**config.mk**
```make
export PLATFORM = sky130hd
export DESIGN_NAME = hes_div_lane
export DESIGN_NICKNAME = d
export VERILOG_FILES = /design/src/sv/hes_pkg.sv /design/src/sv/hes_div_lane.sv
export SDC_FILE = /design/constraint.sdc
export NUM_CORES = 2
export LEC_CHECK = 0
export BUFFER_PORTS_ARGS = -buffer_cell sky130_fd_sc_hd__buf_2
export CAP_MARGIN = 0
export CORE_UTILIZATION = 30
export CTS_BUF_LIST = sky130_fd_sc_hd__clkbuf_4 sky130_fd_sc_hd__clkbuf_8
export DETAILED_ROUTE_END_ITERATION = 8
export GPL_ROUTABILITY_DRIVEN = 0
export SYNTH_ARGS = -nofsm -noshare
export SYNTH_HDL_FRONTEND = slang
export SYNTH_SLANG_ARGS = --single-unit
```
**constraint.sdc**
```tcl
create_clock -name clk -period 14.6 [get_ports clk]
set_clock_uncertainty 0.1 [all_clocks]
set_input_delay 2.92 -clock clk [delete_from_list [all_inputs] [get_ports clk]]
set_output_delay 2.92 -clock clk [all_outputs]
set_load 0.1 [all_outputs]
```
**src/sv/hes_pkg.sv**
```systemverilog
// Shared constants, types and the output clip function of the Hencky energy and stress core.
package hes_pkg;

    localparam int DIMENSION      = 3;
    localparam bit USE_THIRD      = (DIMENSION > 2);
    localparam int S_W            = 24;
    localparam int L_W            = 30;
    localparam int NUM_W          = 64;
    localparam int OUT_W          = 48;
    localparam int FRAC_BITS      = 24;
    localparam int LOG_LAT        = FRAC_BITS + 3;
    localparam int MIX_LAT        = 5;
    localparam int DIV_STEPS      = 12;
    localparam int DIV_RADIX_BITS = 4;
    localparam int QUO_W          = DIV_STEPS * DIV_RADIX_BITS;
    localparam int DIV_LAT        = DIV_STEPS + 2;
    localparam int TOTAL_LAT      = LOG_LAT + MIX_LAT + DIV_LAT + 1;

    localparam logic [31:0] LN2_Q32 = 32'd2977044472;

    localparam logic signed [OUT_W-1:0] OUT_MAX = {1'b0, {(OUT_W-1){1'b1}}};
    localparam logic signed [OUT_W-1:0] OUT_MIN = {1'b1, {(OUT_W-1){1'b0}}};

    typedef logic [S_W-1:0]          stretch_t;
    typedef logic signed [L_W-1:0]   ln_t;
    typedef logic signed [NUM_W-1:0] num_t;

    typedef struct packed {
        logic signed [OUT_W-1:0] value;
        logic                    sat;
    } res_t;

    function automatic res_t clip_out(input logic signed [NUM_W-1:0] v);
        res_t                    r;
        logic signed [NUM_W-1:0] hi;
        logic signed [NUM_W-1:0] lo;
        hi = NUM_W'(OUT_MAX);
        lo = NUM_W'(OUT_MIN);
        if (v > hi)
        begin
            r.value = OUT_MAX;
            r.sat   = 1'b1;
        end
        else if (v < lo)
        begin
            r.value = OUT_MIN;
            r.sat   = 1'b1;
        end
        else
        begin
            r.value = v[OUT_W-1:0];
            r.sat   = 1'b0;
        end
        return r;
    endfunction

endpackage

```
**src/sv/hes_div_lane.sv**
```systemverilog
// Pipelined radix-16 restoring divide of a stress numerator by its stretch, rounded and clipped.
module hes_div_lane (
    input  logic              clk,
    input  logic              en,
    input  hes_pkg::num_t     num,
    input  hes_pkg::stretch_t s,
    output hes_pkg::res_t     res
);
    import hes_pkg::*;

    logic [63:0]       mag;
    logic [62:0]       nn;
    logic [6:0]        top;
    logic [S_W-1:0]    rem_reg  [0:DIV_STEPS];
    logic [S_W-1:0]    rem_next [0:DIV_STEPS];
    logic [QUO_W-1:0]  dv_reg   [0:DIV_STEPS];
    logic [QUO_W-1:0]  dv_next  [0:DIV_STEPS];
    logic [QUO_W-1:0]  q_reg    [0:DIV_STEPS];
    logic [QUO_W-1:0]  q_next   [0:DIV_STEPS];
    stretch_t          s_reg    [0:DIV_STEPS];
    logic              neg_reg  [0:DIV_STEPS];
    logic              ovf_reg  [0:DIV_STEPS];
    logic [S_W-1:0]    r;
    logic [S_W:0]      t;
    logic [QUO_W-1:0]  d;
    logic [QUO_W-1:0]  q;
    logic signed [63:0] v;
    res_t              res_next, res_reg;

    always_comb
    begin
        mag = num[63] ? 64'(-num) : 64'(num);
        // add half the divisor, then drop the 2^8 of the divisor from the dividend
        nn  = mag[62:0] + 63'({s, 7'd0});
        top = nn[62:56];
        rem_next[0] = {17'd0, top};
        dv_next[0]  = nn[55:8];
        q_next[0]   = '0;
        for (int k = 0; k < DIV_STEPS; k++)
        begin
            r = rem_reg[k];
            d = dv_reg[k];
            q = q_reg[k];
            for (int j = 0; j < DIV_RADIX_BITS; j++)
            begin
                t = {r, d[QUO_W-1]};
                d = d << 1;
                if (t >= {1'b0, s_reg[k]})
                begin
                    r = S_W'(t - {1'b0, s_reg[k]});
                    q = {q[QUO_W-2:0], 1'b1};
                end
                else
                begin
                    r = t[S_W-1:0];
                    q = {q[QUO_W-2:0], 1'b0};
                end
            end
            rem_next[k+1] = r;
            dv_next[k+1]  = d;
            q_next[k+1]   = q;
        end
        v = neg_reg[DIV_STEPS] ? -$signed(64'(q_reg[DIV_STEPS]))
                               :  $signed(64'(q_reg[DIV_STEPS]));
        if (ovf_reg[DIV_STEPS])
        begin
            res_next.value = neg_reg[DIV_STEPS] ? OUT_MIN : OUT_MAX;
            res_next.sat   = 1'b1;
        end
        else
        begin
            res_next = clip_out(v);
        end
    end

    always_ff @(posedge clk)
    begin
        if (en)
        begin
            for (int k = 0; k <= DIV_STEPS; k++)
            begin
                rem_reg[k] <= rem_next[k];
                dv_reg[k]  <= dv_next[k];
                q_reg[k]   <= q_next[k];
            end
            s_reg[0]   <= s;
            neg_reg[0] <= num[63];
            // quotient would need more than QUO_W bits
            ovf_reg[0] <= ({17'd0, top} >= s);
            for (int k = 1; k <= DIV_STEPS; k++)
            begin
                s_reg[k]   <= s_reg[k-1];
                neg_reg[k] <= neg_reg[k-1];
                ovf_reg[k] <= ovf_reg[k-1];
            end
            res_reg <= res_next;
        end
    end

    assign res = res_reg;

endmodule

```
==> results_dict.tcl <==
set metrics [dict create \
    max_slew_margin 0.2509 \
    core-area_mm2 0.3565 \
    initial_core_util 0.3021 \
    cts_tree "done" \
    end_kind "flop" \
    slowest_delay_ns 0.55 \
    synth_edf_count 1258 \
    grt_util_all_layers 0.1680 \
    finalHoldViolCount 0 \
    yosysWarnings 0 \
    critPathTopFamily "compound AO/OA/AOI/OAI gates" \
    drtIter0Drc 7104 \
    setup_viol 0 \
    synthTopCellsByCount "1258 x edfxtp_1, 1167 x ha_1, 939 x a21oi_1, 782 x nor2_1, 779 x nand2_1" \
    async_flop_share 0 \
    reg2reg_slack_ns 0.75 \
    yosysTopAreaCell "edfxtp_1" \
    place_ws_ns 0.2917 \
    synth_cell_type_count 109 \
    ios 139 \
    holdBufCountCts 0 \
    drt-total-wl_mm 318.2 \
    crit-reg2reg-launch "s_reg[7][3]" \
    min_path_type "flop to flop" \
    ys_ff_latch 1258 \
    netlist_top_cells_area "edfxtp_1 35%, ha_1 14%, xnor2_1 5.5%, mux2_2 4.4%, a21oi_1 4.4%" \
    crit_path_max_fanout 35 \
    cts_buffers 210 \
    rr_worst_depth 51 \
    grt_first_pass_wirelength_mm 482.3 \
    status "completed" \
    antenna_left 0 \
    vias 87880 \
    h-tree-depth 4 \
    areaGrowthSynthToFinish_pct 10.52 \
    clk_pin_slew_ns 0.08 \
    crit_type "flop to flop" \
    fin_util 0.3338 \
    yosys_most_used_dff "edfxtp_1" \
    yosysMostFrequentCell "edfxtp_1" \
    finalWorstSetupSlack_ns 0.7474 \
    worst_path_max_delay_cell "or4_1" \
    fp.dieW_um 601.1 \
    hold_end "dv_reg[0][134]" \
    antenna_found_initial 21 \
    die_h_um 601.1 \
    die_area_mm2 0.3613 \
    hold-path-cell-count 0 \
    drt_pass1_iterations 9 \
    root_buffer "clkbuf_8" \
    yosysTopAreaCellShare 0.3508 \
    syn_area_per_cell_um2 9.540 \
    rr_endpoint "rem_reg[2][14]" \
    wire_per_inst_um 19.34 \
    maxCapViolCount 0 \
    tightest_slew_ns 1.109 \
    crit_path_frequent_cell "a21oi_1" \
    max_freq_mhz 72.19 \
    synth_area_mm2 0.1077 \
    syn_nets 12590 \
    cp.arrival_ns 14.45 \
    drc 0 \
    period_minus_slack_ns 13.85 \
    start_kind "flop" \
    io_buffers 138 \
    tns_ns 0 \
    final_cells 16460 \
    clk_latency_ns 1.02 \
    first_global_vias 82940 \
    routed_via_density 5.341 \
    cp.required_ns 15.20 \
    finalMaxSlewViolations 0 \
    post-place-cells 16060 \
    overflow 0 \
    post-route-period-util 0.9488 \
    fin_nets 12840 \
    synth_seq_area_share 0.3508 \
    crit_buf_inv 8 \
    numClockSinks 1258 \
    clockBufferDepth 4 \
    layout-drive-gt1-share 0.1053 \
    fp-row-count 219 \
    syn-instance-count 11290 \
    min-delay-start "dv_reg[0][82]" \
    grt_max_degree 169 \
    dp.final_hpwl_mm 253.3 \
]
## through the flow
step | hold slack (ns) | area [um2]
CTS | 0.2700 | 118700
global route | 0.2744 | 119000
global placement | 0.3002 | 114400
finish | 0.2755 | 119000
detailed placement | 0.3045 | 114400
floorplan | 0.3003 | 107700
## repair_timing
| item | CTS | global route |
|---|---|---|
| setup buffers | 0 | 11 |
| resized for setup | 0 | 39 |
| endpoints found under the setup margin | 0 | 166 |
## cells in the final DEF (no fill, tap or decap), drive strengths merged, types with 263 or more instances in the layout
cell / n
edfxtp: 1258
ha: 1167
a21oi: 939
nor2: 784
nand2: 780
o21ai: 778
inv: 716
xnor2: 671
mux2: 468
a21o: 379
xor2: 294
clkbuf: 272
buf: 263
## worst max-delay path by stage
| stage | to | cells after the start | start | slack [ns] |
|---|---|---|---|---|
| after floorplan | rem_reg[2][95] | 56 | s_reg[10][1] | 1.56 |
| final | rem_reg[2][14] | 51 | s_reg[7][3] | 0.75 |
| after detailed placement | rem_reg[2][84] | 51 | s_reg[10][1] | 0.29 |
| after CTS | rem_reg[2][1] | 48 | s_reg[7][3] | 0.15 |
| after global placement | rem_reg[2][1] | 48 | s_reg[7][3] | 0.32 |
| after global routing | rem_reg[1][18] | 52 | s_reg[3][1] | -0.02 |
## kinds of logic after synthesis
family,synth area share
adder cells (fa/ha/maj),0.1446
AO/OA/AOI/OAI,0.1981
AND/OR/NAND/NOR,0.1380
multiplexers,0.05610
XOR/XNOR,0.07849
flip-flops,0.3508
buffers and inverters,0.03386
## routing by layer
metal	up-vias	wire length (um)	track usage	share of wire
li1	42850	-	-	-
met1	42000	140800	0.2219	0.44
met2	2463	146800	0.2784	0.46
met3	568	17770	0.02163	0.056
met4	4	12780	0.06483	0.040
met5	-	23	0	0.000072
## final cells by class
type                       count  area (um2)
fill                       36480      237500
multi-input combinational   9086       66500
sequential                  1258       37780
tap                         4751        5944
clock buffer                 272        3356
inverter                     717        2708
timing repair buffer         263        1760
clock inverter                86       913.4
antenna                       22       55.05
Power is left out: the tool's default activity adds up to more than one toggle a clock period on the data nets, which glitch-free logic cannot reach.
